`src/lorenz_pkg.sv`:
```
// shared types, constants and helper functions for the lorenz euler step block
package lorenz_pkg;

	localparam int FRAC_BITS_DEF = 24;

	localparam int POS_W      = 32;
	localparam int COEF_W     = 31;
	localparam int DT_W       = 25;
	localparam int CFG_IDX_W  = 2;
	localparam int CFG_DATA_W = 31;

	// shared multiplier: magnitude operands and product
	localparam int A_W    = 40;
	localparam int B_W    = 32;
	localparam int PROD_W = A_W + B_W;
	localparam int ACC_W  = 64;

	localparam logic signed [ACC_W-1:0] DERIV_LIM = (ACC_W'(1) <<< 39) - ACC_W'(1);
	localparam logic signed [ACC_W-1:0] DERIV_NEG = -DERIV_LIM;
	localparam logic signed [ACC_W-1:0] POS_MAX   = ACC_W'(32'sh7FFF_FFFF);
	localparam logic signed [ACC_W-1:0] POS_MIN   = -POS_MAX - ACC_W'(1);

	// transaction opcodes
	localparam logic OP_STEP = 1'b0;
	localparam logic OP_LOAD = 1'b1;

	// configuration register indexes
	localparam logic [CFG_IDX_W-1:0] REG_SIGMA = 2'd0;
	localparam logic [CFG_IDX_W-1:0] REG_RHO   = 2'd1;
	localparam logic [CFG_IDX_W-1:0] REG_BETA  = 2'd2;
	localparam logic [CFG_IDX_W-1:0] REG_STEP  = 2'd3;

	// multiply sequence of one euler step
	localparam int STEP_COUNT  = 8;
	localparam int STEP_CODE_W = $clog2(STEP_COUNT);
	localparam logic [STEP_CODE_W-1:0] STEP_DX = 3'd0; // sigma*(y-x)
	localparam logic [STEP_CODE_W-1:0] STEP_RX = 3'd1; // rho*x - y
	localparam logic [STEP_CODE_W-1:0] STEP_XZ = 3'd2; // + x*z
	localparam logic [STEP_CODE_W-1:0] STEP_XY = 3'd3; // x*y
	localparam logic [STEP_CODE_W-1:0] STEP_BZ = 3'd4; // + beta*z
	localparam logic [STEP_CODE_W-1:0] STEP_TX = 3'd5; // x += dx*dt
	localparam logic [STEP_CODE_W-1:0] STEP_TY = 3'd6; // y += dy*dt
	localparam logic [STEP_CODE_W-1:0] STEP_TZ = 3'd7; // z -= dz*dt

	// allowance for the s1 and s2 registers between issue of a multiply and its accumulate
	localparam int PIPE_LAT = 2;
	localparam int RUN_LAST = STEP_COUNT + PIPE_LAT - 1;
	localparam int CNT_W    = $clog2(RUN_LAST + 1);

	typedef struct packed {
		logic                    op;
		logic signed [POS_W-1:0] load_x;
		logic signed [POS_W-1:0] load_y;
		logic signed [POS_W-1:0] load_z;
	} in_item_t;

	typedef struct packed {
		logic signed [POS_W-1:0] out_x;
		logic signed [POS_W-1:0] out_y;
		logic signed [POS_W-1:0] out_z;
	} out_item_t;

	typedef struct packed {
		logic                   load;
		logic                   issue;
		logic [STEP_CODE_W-1:0] step;
		logic                   capture;
	} cmd_t;

	function automatic logic signed [A_W:0] clamp_deriv(input logic signed [ACC_W-1:0] v);
		logic signed [ACC_W-1:0] c;
		begin
			if (v > DERIV_LIM) begin
				c = DERIV_LIM;
			end else if (v < DERIV_NEG) begin
				c = DERIV_NEG;
			end else begin
				c = v;
			end
			return c[A_W:0];
		end
	endfunction

	function automatic logic signed [POS_W-1:0] sat_pos(input logic signed [ACC_W-1:0] v);
		logic signed [ACC_W-1:0] c;
		begin
			if (v > POS_MAX) begin
				c = POS_MAX;
			end else if (v < POS_MIN) begin
				c = POS_MIN;
			end else begin
				c = v;
			end
			return c[POS_W-1:0];
		end
	endfunction

endpackage

```
`src/lorenz_euler_step.sv`:
```
// lorenz euler step: top level, ties the controller to the datapath
// a load transaction replaces the point and goes straight to the done state; a step transaction
// first runs the multiply sequence; the result is registered once the output register is free
// a new transaction is taken only after the last result is captured; the eight products
// of a step share one 40x32 multiplier with a 3-stage operand/product/accumulate pipe
// reset: point cleared to zero, coefficients to 10, 28, 8/3 and dt to 0.003
module lorenz_euler_step #(
	parameter int FRAC_BITS = lorenz_pkg::FRAC_BITS_DEF
) (
	input  logic                                clk,
	input  logic                                arst_n,
	input  logic                                in_valid,
	output logic                                in_ready,
	input  lorenz_pkg::in_item_t                in_item,
	output logic                                out_valid,
	input  logic                                out_ready,
	output lorenz_pkg::out_item_t               out_item,
	input  logic                                cfg_we,
	input  logic [lorenz_pkg::CFG_IDX_W-1:0]    cfg_index,
	input  logic [lorenz_pkg::CFG_DATA_W-1:0]   cfg_data
);

	lorenz_pkg::cmd_t cmd;

	lorenz_ctrl u_ctrl (
		.clk       (clk),
		.arst_n    (arst_n),
		.in_valid  (in_valid),
		.in_ready  (in_ready),
		.in_op     (in_item.op),
		.out_valid (out_valid),
		.out_ready (out_ready),
		.cmd       (cmd)
	);

	lorenz_dp #(
		.FRAC_BITS (FRAC_BITS)
	) u_dp (
		.clk       (clk),
		.arst_n    (arst_n),
		.cmd       (cmd),
		.in_item   (in_item),
		.cfg_we    (cfg_we),
		.cfg_index (cfg_index),
		.cfg_data  (cfg_data),
		.out_item  (out_item)
	);

endmodule

```
`src/lorenz_dp.sv`:
```
// datapath: coefficients, point, shared multiplier pipeline and result register
module lorenz_dp #(
	parameter int FRAC_BITS = lorenz_pkg::FRAC_BITS_DEF
) (
	input  logic                                   clk,
	input  logic                                   arst_n,
	input  lorenz_pkg::cmd_t                       cmd,
	input  lorenz_pkg::in_item_t                   in_item,
	input  logic                                   cfg_we,
	input  logic [lorenz_pkg::CFG_IDX_W-1:0]       cfg_index,
	input  logic [lorenz_pkg::CFG_DATA_W-1:0]      cfg_data,
	output lorenz_pkg::out_item_t                  out_item
);

	localparam int POS_W  = lorenz_pkg::POS_W;
	localparam int COEF_W = lorenz_pkg::COEF_W;
	localparam int DT_W   = lorenz_pkg::DT_W;
	localparam int A_W    = lorenz_pkg::A_W;
	localparam int B_W    = lorenz_pkg::B_W;
	localparam int PROD_W = lorenz_pkg::PROD_W;
	localparam int ACC_W  = lorenz_pkg::ACC_W;
	localparam int SC_W   = lorenz_pkg::STEP_CODE_W;

	localparam logic [63:0] COEF_MAX  = 64'h7FFF_FFFF;
	localparam logic [63:0] SIGMA_RAW = 64'd10 << FRAC_BITS;
	localparam logic [63:0] RHO_RAW   = 64'd28 << FRAC_BITS;
	localparam logic [63:0] BETA_RAW  = ((64'd16 << FRAC_BITS) + 64'd3) / 64'd6;
	localparam logic [63:0] DT_RAW    = ((64'd3 << FRAC_BITS) + 64'd500) / 64'd1000;
	localparam logic [COEF_W-1:0] SIGMA_RST =
		(SIGMA_RAW > COEF_MAX) ? COEF_MAX[COEF_W-1:0] : SIGMA_RAW[COEF_W-1:0];
	localparam logic [COEF_W-1:0] RHO_RST =
		(RHO_RAW > COEF_MAX) ? COEF_MAX[COEF_W-1:0] : RHO_RAW[COEF_W-1:0];
	localparam logic [COEF_W-1:0] BETA_RST =
		(BETA_RAW > COEF_MAX) ? COEF_MAX[COEF_W-1:0] : BETA_RAW[COEF_W-1:0];
	localparam logic [DT_W-1:0] DT_RST = DT_RAW[DT_W-1:0];
	localparam logic [PROD_W-1:0] RND_HALF = PROD_W'(1) << (FRAC_BITS - 1);

	logic [COEF_W-1:0] sigma_q, rho_q, beta_q;
	logic [DT_W-1:0]   dt_q;

	logic signed [POS_W-1:0] pos_x_q, pos_y_q, pos_z_q;
	logic signed [ACC_W-1:0] acc_x_q, acc_y_q, acc_z_q;
	lorenz_pkg::out_item_t   out_q;

	// operand select
	logic signed [A_W:0] a_sv;
	logic signed [B_W:0] b_sv;
	logic [A_W-1:0]      a_mag;
	logic [B_W-1:0]      b_mag;
	logic                neg;

	logic            vld_s1, neg_s1;
	logic [SC_W-1:0] step_s1;
	logic [A_W-1:0]  a_mag_s1;
	logic [B_W-1:0]  b_mag_s1;

	logic              vld_s2, neg_s2;
	logic [SC_W-1:0]   step_s2;
	logic [PROD_W-1:0] prod_s2;

	// round and accumulate
	logic [PROD_W-1:0]       rnd;
	logic signed [ACC_W-1:0] mag;
	logic signed [ACC_W-1:0] base;
	logic                    sub;
	logic signed [ACC_W-1:0] sum;
	logic signed [POS_W-1:0] sum_sat;

	always_ff @(posedge clk or negedge arst_n) begin
		if (!arst_n) begin
			sigma_q <= SIGMA_RST;
			rho_q   <= RHO_RST;
			beta_q  <= BETA_RST;
			dt_q    <= DT_RST;
		end else if (cfg_we) begin
			case (cfg_index)
				lorenz_pkg::REG_SIGMA: sigma_q <= cfg_data[COEF_W-1:0];
				lorenz_pkg::REG_RHO:   rho_q   <= cfg_data[COEF_W-1:0];
				lorenz_pkg::REG_BETA:  beta_q  <= cfg_data[COEF_W-1:0];
				lorenz_pkg::REG_STEP:  dt_q    <= cfg_data[DT_W-1:0];
				default: ;
			endcase
		end
	end

	always_comb begin
		a_sv = '0;
		b_sv = '0;
		case (cmd.step)
			lorenz_pkg::STEP_DX: begin
				a_sv = (A_W+1)'(pos_y_q) - (A_W+1)'(pos_x_q);
				b_sv = (B_W+1)'(sigma_q);
			end
			lorenz_pkg::STEP_RX: begin
				a_sv = (A_W+1)'(pos_x_q);
				b_sv = (B_W+1)'(rho_q);
			end
			lorenz_pkg::STEP_XZ: begin
				a_sv = (A_W+1)'(pos_x_q);
				b_sv = (B_W+1)'(pos_z_q);
			end
			lorenz_pkg::STEP_XY: begin
				a_sv = (A_W+1)'(pos_x_q);
				b_sv = (B_W+1)'(pos_y_q);
			end
			lorenz_pkg::STEP_BZ: begin
				a_sv = (A_W+1)'(pos_z_q);
				b_sv = (B_W+1)'(beta_q);
			end
			lorenz_pkg::STEP_TX: begin
				a_sv = lorenz_pkg::clamp_deriv(acc_x_q);
				b_sv = (B_W+1)'(dt_q);
			end
			lorenz_pkg::STEP_TY: begin
				a_sv = lorenz_pkg::clamp_deriv(acc_y_q);
				b_sv = (B_W+1)'(dt_q);
			end
			lorenz_pkg::STEP_TZ: begin
				a_sv = lorenz_pkg::clamp_deriv(acc_z_q);
				b_sv = (B_W+1)'(dt_q);
			end
			default: ;
		endcase
		a_mag = a_sv[A_W] ? A_W'(-a_sv) : a_sv[A_W-1:0];
		b_mag = b_sv[B_W] ? B_W'(-b_sv) : b_sv[B_W-1:0];
		neg   = a_sv[A_W] ^ b_sv[B_W];
	end

	always_ff @(posedge clk or negedge arst_n) begin
		if (!arst_n) begin
			vld_s1 <= 1'b0;
			vld_s2 <= 1'b0;
		end else begin
			vld_s1 <= cmd.issue;
			vld_s2 <= vld_s1;
		end
	end

	always_ff @(posedge clk) begin
		step_s1  <= cmd.step;
		neg_s1   <= neg;
		a_mag_s1 <= a_mag;
		b_mag_s1 <= b_mag;
		step_s2  <= step_s1;
		neg_s2   <= neg_s1;
		prod_s2  <= PROD_W'(a_mag_s1) * PROD_W'(b_mag_s1);
	end

	// round to nearest, ties away from zero, on the magnitude
	always_comb begin
		rnd  = (prod_s2 + RND_HALF) >> FRAC_BITS;
		mag  = {1'b0, rnd[ACC_W-2:0]};
		base = '0;
		sub  = neg_s2;
		case (step_s2)
			lorenz_pkg::STEP_DX: base = '0;
			lorenz_pkg::STEP_RX: base = -ACC_W'(pos_y_q);
			lorenz_pkg::STEP_XZ: base = acc_y_q;
			lorenz_pkg::STEP_XY: base = '0;
			lorenz_pkg::STEP_BZ: base = acc_z_q;
			lorenz_pkg::STEP_TX: base = ACC_W'(pos_x_q);
			lorenz_pkg::STEP_TY: base = ACC_W'(pos_y_q);
			lorenz_pkg::STEP_TZ: begin
				base = ACC_W'(pos_z_q);
				sub  = !neg_s2;
			end
			default: ;
		endcase
		sum     = sub ? base - mag : base + mag;
		sum_sat = lorenz_pkg::sat_pos(sum);
	end

	always_ff @(posedge clk or negedge arst_n) begin
		if (!arst_n) begin
			pos_x_q <= '0;
			pos_y_q <= '0;
			pos_z_q <= '0;
		end else if (cmd.load) begin
			pos_x_q <= in_item.load_x;
			pos_y_q <= in_item.load_y;
			pos_z_q <= in_item.load_z;
		end else if (vld_s2) begin
			case (step_s2)
				lorenz_pkg::STEP_TX: pos_x_q <= sum_sat;
				lorenz_pkg::STEP_TY: pos_y_q <= sum_sat;
				lorenz_pkg::STEP_TZ: pos_z_q <= sum_sat;
				default: ;
			endcase
		end
	end

	always_ff @(posedge clk) begin
		if (vld_s2) begin
			case (step_s2)
				lorenz_pkg::STEP_DX: acc_x_q <= sum;
				lorenz_pkg::STEP_RX,
				lorenz_pkg::STEP_XZ: acc_y_q <= sum;
				lorenz_pkg::STEP_XY,
				lorenz_pkg::STEP_BZ: acc_z_q <= sum;
				default: ;
			endcase
		end
		if (cmd.capture) begin
			out_q.out_x <= pos_x_q;
			out_q.out_y <= pos_y_q;
			out_q.out_z <= pos_z_q;
		end
	end

	assign out_item = out_q;

endmodule

```
`src/lorenz_ctrl.sv`:
```
// controller: sequences the eight multiplies of a step and the output handshake
module lorenz_ctrl (
	input  logic             clk,
	input  logic             arst_n,
	input  logic             in_valid,
	output logic             in_ready,
	input  logic             in_op,
	output logic             out_valid,
	input  logic             out_ready,
	output lorenz_pkg::cmd_t cmd
);

	localparam int CNT_W = lorenz_pkg::CNT_W;
	localparam int SC_W  = lorenz_pkg::STEP_CODE_W;

	localparam logic [1:0] ST_IDLE = 2'd0;
	localparam logic [1:0] ST_RUN  = 2'd1;
	localparam logic [1:0] ST_DONE = 2'd2;

	logic [1:0]       state_q;
	logic [CNT_W-1:0] cnt_q;
	logic             out_valid_q;
	logic             accept;
	logic             out_free;

	always_comb begin
		in_ready    = (state_q == ST_IDLE);
		accept      = in_valid && in_ready;
		out_free    = !out_valid_q || out_ready;
		cmd.load    = accept && (in_op == lorenz_pkg::OP_LOAD);
		cmd.issue   = (state_q == ST_RUN) && (cnt_q < CNT_W'(lorenz_pkg::STEP_COUNT));
		cmd.step    = cnt_q[SC_W-1:0];
		cmd.capture = (state_q == ST_DONE) && out_free;
	end

	always_ff @(posedge clk or negedge arst_n) begin
		if (!arst_n) begin
			state_q <= ST_IDLE;
			cnt_q   <= '0;
		end else begin
			case (state_q)
				ST_IDLE: begin
					cnt_q <= '0;
					if (accept) begin
						state_q <= (in_op == lorenz_pkg::OP_LOAD) ? ST_DONE : ST_RUN;
					end
				end
				ST_RUN: begin
					cnt_q <= cnt_q + CNT_W'(1);
					// last accumulate lands on this edge
					if (cnt_q == CNT_W'(lorenz_pkg::RUN_LAST)) begin
						state_q <= ST_DONE;
					end
				end
				ST_DONE: begin
					if (out_free) begin
						state_q <= ST_IDLE;
					end
				end
				default: state_q <= ST_IDLE;
			endcase
		end
	end

	always_ff @(posedge clk or negedge arst_n) begin
		if (!arst_n) begin
			out_valid_q <= 1'b0;
		end else if (cmd.capture) begin
			out_valid_q <= 1'b1;
		end else if (out_ready) begin
			out_valid_q <= 1'b0;
		end
	end

	assign out_valid = out_valid_q;

	a_capture_free: assert property (@(posedge clk) disable iff (!arst_n)
		cmd.capture |-> (!out_valid_q || out_ready))
		else $error("result register overwritten before its transaction");

	a_issue_run: assert property (@(posedge clk) disable iff (!arst_n)
		cmd.issue |-> (state_q == ST_RUN && !in_ready))
		else $error("multiply issued outside of a step");

	a_out_from_done: assert property (@(posedge clk) disable iff (!arst_n)
		$rose(out_valid_q) |-> $past(state_q) == ST_DONE)
		else $error("result shown without finishing an item");

	a_load_idle: assert property (@(posedge clk) disable iff (!arst_n)
		cmd.load |=> (state_q == ST_DONE))
		else $error("load did not go straight to result");

endmodule

```
`config.mk`:
```
export PLATFORM = sky130hd
export DESIGN_NAME = lorenz_euler_step
export DESIGN_NICKNAME = d
export VERILOG_FILES = /design/src/lorenz_pkg.sv /design/src/lorenz_euler_step.sv /design/src/lorenz_dp.sv /design/src/lorenz_ctrl.sv
export SDC_FILE = /design/constraint.sdc
export NUM_CORES = 2
export LEC_CHECK = 0
export ABC_AREA = 1
export BUFFER_PORTS_ARGS = -buffer_cell sky130_fd_sc_hd__buf_4
export CORE_ASPECT_RATIO = 1.25
export CORE_MARGIN = 3
export CORE_UTILIZATION = 40
export CTS_BUF_LIST = sky130_fd_sc_hd__clkbuf_16
export CTS_CLUSTER_SIZE = 10
export DETAILED_ROUTE_END_ITERATION = 8
export GPL_TIMING_DRIVEN = 0
export PLACE_DENSITY = 0.53
export SLEW_MARGIN = 10
export SYNTH_ARGS = -nofsm -noshare
export SYNTH_HDL_FRONTEND = slang
export SYNTH_SLANG_ARGS = --single-unit
```
`constraint.sdc`:
```
create_clock -name clk -period 8.8 [get_ports clk]
set_input_delay 1.76 -clock clk [delete_from_list [all_inputs] [get_ports clk]]
set_output_delay 1.76 -clock clk [all_outputs]
set_load 0.01 [all_outputs]
```
After elaboration in Yosys (flattened, before gate mapping)
Cells that the tools add are included.
{"block": "op_classes", "n_addsub": 8, "mul": 1, "n_lt_le_gt_ge": 9, "eq_ne": 23, "mux": 32, "bitwise_logic": 1, "reduce_logical": 33}
{"op": "case mux 64 bit (7 select lines)", "n": 1}
{"op": "2-to-1 mux 32 bit", "n": 12}
{"op": "2-to-1 mux 41 bit", "n": 6}
{"op": "case mux 41 bit (6 select lines)", "n": 1}
{"op": "case mux 33 bit (6 select lines)", "n": 1}
{"op": "greater-than comparator 64 x 40 -> 1 bit, second input constant", "n": 3}
{"op": "less-than comparator 64 x 40 -> 1 bit, second input constant", "n": 3}
{"op": "adder 72 x 24 -> 72 bit, second input constant", "n": 1}
{"op": "multiplier 40 x 32 -> 72 bit", "n": 1}
{"op": "adder 64 x 49 -> 64 bit", "n": 1}
{"op": "greater-than comparator 64 x 32 -> 1 bit, second input constant", "n": 1}
{"op": "less-than comparator 64 x 32 -> 1 bit, second input constant", "n": 1}
{"op": "2-to-1 mux 64 bit", "n": 1}
{"op": "negation 32 -> 64 bit", "n": 1}
{"op": "subtractor 64 x 49 -> 64 bit", "n": 1}
{"op": "2-to-1 mux 40 bit", "n": 1}
{"op": "negation 40 bit", "n": 1}
{"op": "subtractor 32 x 32 -> 33 bit", "n": 1}
{"op": "negation 32 bit", "n": 1}
{"op": "== test 3 bit, second input constant", "n": 8}
{"op": "AND reduction 2 bit", "n": 10}
{"op": "== test 3 x 2 -> 1 bit, second input constant", "n": 4}
{"op": "nonzero test 2 bit", "n": 6}
{"op": "2-to-1 mux 2 bit", "n": 4}
{"op": "other kinds (20)", "n": 36}
{"block": "totals", "reg_bits": 663, "out_inout_bits": 98}

Longest topological paths before layout
{"block": "depth", "depth_word": 11, "mapped_depth": 43, "ltp_nobuf": 42}

Modules after synthesis
From an unflattened synthesis, not the netlist that was laid out.
{"block": "unflattened", "cells_unflattened": 10758, "area_unflattened_um2": 81500.7}
{"module": "lorenz_dp", "n_inst": 1, "cells_each": 10703, "area_per_inst_um2": 81082.8}
{"module": "lorenz_ctrl", "n_inst": 1, "cells_each": 55, "area_per_inst_um2": 417.9}

Worst setup path before layout
Ideal clock, no wire load.
{"block": "synth_path", "path_kind": "flip-flop to flip-flop", "startpoint": "reg u_dp.a_mag_s1[14]", "endpoint": "reg u_dp.prod_s2[57]", "setup_ns": 0.127, "arrival_time_ns": 7.017, "slack_ns": 1.656, "path_stages_with_launch": 30, "period_less_slack_ns": 7.144, "path_cell_list": "dfxtp_1 -> clkbuf_1 -> nand2_1 -> fa_1 -> inv_1 -> fa_1 -> inv_1 -> fa_1 -> inv_1 -> fa_1 -> fa_1 -> inv_1 -> fa_1 -> fa_1 -> inv_1 -> fa_1 -> ha_1 -> a21oi_1 -> inv_1 -> a21oi_1 -> inv_1 -> a21oi_1 -> o21ai_0 -> a21oi_1 -> o21bai_1 -> a21oi_1 -> o21ai_0 -> a21boi_0 -> o21ai_0 -> xor2_1"}
{"block": "synth_via", "elab_chain_cells": 1}
{"item": "start, declared", "line": "lorenz_dp.sv:54", "text": "logic [A_W-1:0] a_mag_s1;"}
{"item": "start signal, assigned", "line": "lorenz_dp.sv:142", "text": "a_mag_s1 <= a_mag;"}
{"item": "multiplier 40 x 32 -> 72 bit", "line": "lorenz_dp.sv:146", "text": "prod_s2 <= PROD_W'(a_mag_s1) * PROD_W'(b_mag_s1);"}
{"item": "end signal, assigned", "line": "lorenz_dp.sv:146"}
{"item": "end, declared", "line": "lorenz_dp.sv:59", "text": "logic [PROD_W-1:0] prod_s2;"}
No other way between the ends.
A chain may end at the register's enable or synchronous reset.

Worst setup path in the final report
{"block": "layout_path", "startpoint": "reg u_dp.a_mag_s1[5]", "endpoint": "reg u_dp.prod_s2[64]"}
The elaborated chain is that of the path after synthesis.

==> results.sh <==
export IMPL_syn_inst=10729
export IMPL_clock_skew_final_ns=0.0584
export IMPL_fin_crit_ns=8.73
export IMPL_r2r_end="u_dp.prod_s2[64]"
export IMPL_worst_ep_required_time_ns=9.35
export IMPL_finalHoldViolCount=0
export IMPL_drv_max_cap_violation_count=0
export IMPL_die_area_um2=211000
export IMPL_initial_antenna_violation_count=19
export IMPL_rows=185
export IMPL_reg2regPathDepth=29
export IMPL_insertion_delay_ns=0.70
export IMPL_cpMaxStageDelayCell="dfxtp_1"
export IMPL_timing_critical_path_to_type="flop"
export IMPL_final_common_cell="nand2_1"
export IMPL_avgViaCountPerCell=5.41
export IMPL_io_buffers=232
export IMPL_ctsHtreeMaxLevel=3
export IMPL_wl_per_cell_um=29.9
export IMPL_detail_route_iter0_violations=6832
export IMPL_maxSlewViolCount=0
export IMPL_synth_seq_area_share_pct=20.5
export IMPL_num_io_pins=233
export IMPL_die_height_um=512
export IMPL_grt_pass1_wl_um=579000
export IMPL_fin_cells=13833
export IMPL_setup_violations=0
export IMPL_worst_setup_path_startpoint="u_dp.a_mag_s1[5]"
export IMPL_worst_hold_path_type="reg2reg"
export IMPL_core_area_um2=204000
export IMPL_async_reset_ff_share_pct=34.8
export IMPL_fmaxAchievable_ghz=0.115
export IMPL_critical_path_reg2reg_startpoint="u_dp.a_mag_s1[5]"
export IMPL_multi_input_comb_area_um2=54700
export IMPL_criticalPathCategory="reg2reg"
export IMPL_clk_root_buffer_cell="clkbuf_16"
export IMPL_drc_errors=0
export IMPL_routabilityCongestion=1.05
export IMPL_post_route_cells_drive_above_1_share_pct=8.11
export IMPL_cts_hold_buffers_added=0
export IMPL_syn_area_um2=82000
export IMPL_worstPathArrival_ns=9.28
export IMPL_grt_usage_pct=39.1
export IMPL_startpoint_type="flop"
export IMPL_syn_area_per_cell_um2=7.65
export IMPL_synth_ff_type="edfxtp_1"
export IMPL_aggregate_global_routing_overflow=0
export IMPL_worst_slew_margin_rel_pct=2.35
export IMPL_wirelength_um=413000
export IMPL_postSynthNetCount=12377
export IMPL_tightest_slew_ns=1.46
export IMPL_floorplan_initialDensity_pct=40.3
export IMPL_synth_area_top_cells="fa_1, nand2_1, inv_1"
export IMPL_syn2layout_area_growth_pct=10.5
export IMPL_leading_cell_types_in_the_layout_fill_and_taps_excluded="nand2_1, inv_1, fa_1"
export IMPL_area_sequential_um2=16900
export IMPL_layout_nets=12713
export IMPL_dpl_hpwl_um=352000
export IMPL_grt_max_degree=102
export IMPL_reg2reg_setup_slack_ns=0.07
export IMPL_synth_top_area_share_pct=27.7
export IMPL_drt_first_pass_iters=9
export IMPL_cts_tree="done"
export IMPL_clock_sinks=640
export IMPL_outcome="complete, no violations"
export IMPL_synth_cell_type_count=77
export IMPL_dp_cells=13695
export IMPL_post_synth_edffs=288
export IMPL_clock_path_buffers=3
export IMPL_worstPathMaxFanout=10
export IMPL_chipWidth_um=411
export IMPL_synthesis_yosys_warnings=0
export IMPL_antenna_violation_net_count_after_detailed_routing=0
export IMPL_cts_inserted_buffers=77
export IMPL_ys_ff_latch=640
export IMPL_layout_filler_cells=21138
export IMPL_via_count=74792
export IMPL_netlist_top_cell_by_area="fa_1"
export IMPL_crit_path_max_incr_delay_ns=0.56
export IMPL_clk_transition_reported_paths_ns=0.06
export IMPL_first_global_vias=77053
export IMPL_period_share_pct=99.2
export IMPL_setup_worst_path_end="u_dp.prod_s2[64]"
-- state kept, by name, indices dropped and copies added (netlist names), 4 cells and up --
name and cells:
u_dp.sigma_q 31, u_dp.beta_q 31, u_dp.acc_z_q 64, u_dp.pos_x_q 32
u_ctrl.cnt_q 4, u_dp.dt_q 25, u_dp.b_mag_s1 32, u_dp.a_mag_s1 40
u_dp.out_item 96, u_dp.acc_y_q 64, u_dp.rho_q 31, u_dp.pos_z_q 32
u_dp.prod_s2 49, u_dp.pos_y_q 32, u_dp.acc_x_q 64
-- cells by family after synthesis --
family	count (synthesis)	synth area share (%)
AO/OA/AOI/OAI	1146	8.52
XOR/XNOR	210	2.36
adder cells (fa/ha/maj)	1513	33.5
buffers and inverters	2807	13.0
flip-flops	640	20.5
other	1	0.00457
AND/OR/NAND/NOR	4412	22.1
-- worst min path at each step --
stage	startpoint	to	slack, ns	depth (start not counted)
global route	u_dp.step_s1[2]	u_dp.step_s2[2]	0.33	0
global placement	u_dp.neg_s1	u_dp.neg_s2	0.31	0
floorplan	u_dp.neg_s1	u_dp.neg_s2	0.31	0
detailed placement	u_dp.step_s1[2]	u_dp.step_s2[2]	0.31	0
CTS	u_dp.step_s1[2]	u_dp.step_s2[2]	0.31	0
finish	u_dp.step_s1[2]	u_dp.step_s2[2]	0.32	0
-- stage by stage --
step | instance area (um^2) | setup slack, ns | TNS, ns | util (%) | hold WS, ns
floorplan | 82000 | 1.66 | 0 | - | 0.310
global placement | 87200 | -2.78 | -43.91 | 42.8 | 0.313
detailed placement | 87700 | -1.53 | -32.55 | 43.0 | 0.312
CTS | 90300 | 0.000708 | 0 | 44.3 | 0.315
global route | 90600 | -0.0104 | -0.0104 | 44.5 | 0.326
finish | 90600 | 0.0732 | 0 | 44.5 | 0.324
-- critical path: cells and delay by family (launching register included) --
family | cells | cell delay, ns
xor+xnor | 1 | 0.24
fa+ha+maj | 9 | 4.65
buf+inv | 6 | 0.76
flops | 1 | 0.56
simple gates | 13 | 2.35
-- area by class of cell --
type | instances | area share, %
Timing Repair Buffer | 257 | 2.41
Multi-Input combinational cell | 7282 | 60.4
Clock buffer | 78 | 2.15
Buffer | 415 | 2.39
Tap cell | 2711 | 3.74
Antenna cell | 11 | 0.0304
Sequential cell | 640 | 18.6
Inverter | 2392 | 9.91
Clock inverter | 47 | 0.352
-- Yosys cell counts (19+ instances only) --
master    count
nor3_1       66
a21oi_1     300
nand2_4      44
nand2_2      41
a31oi_1      77
o21ai_0     350
buf_2        30
dfstp_2      26
nor4_1       27
nor2_1      689
fa_1       1137
ha_1        376
edfxtp_1    288
a21oi_2      33
o21bai_1     50
o21bai_2     34
clkbuf_1    353
xnor2_1      68
nand3_1     231
nand3b_1     25
xor2_1      131
o22ai_1     113
dfrtp_1     197
inv_1      2376
nand2_1    3128
nand4_1     101
a221oi_1     52
o21ai_1      19
dfxtp_1     129
-- metal layers --
metal	vias to the layer above	global-route usage, %	wire [um]
met3	1089	5.52	25900
met5	-	0	65
li1	33168	-	-
met2	3399	65.1	195000
met1	37128	44.2	148000
met4	8	33.4	43700
-- what timing repair did --
item                                    4_1_cts  5_1_grt
endpoints found under the setup margin       47       28
endpoints found under the hold margin         0        0
pin swaps                                     1        1
buffers inserted                              1        0
resized for setup                           199      243
Power is not shown: default switching activity piles up to over one toggle a cycle in this logic, so the estimate is an artifact.
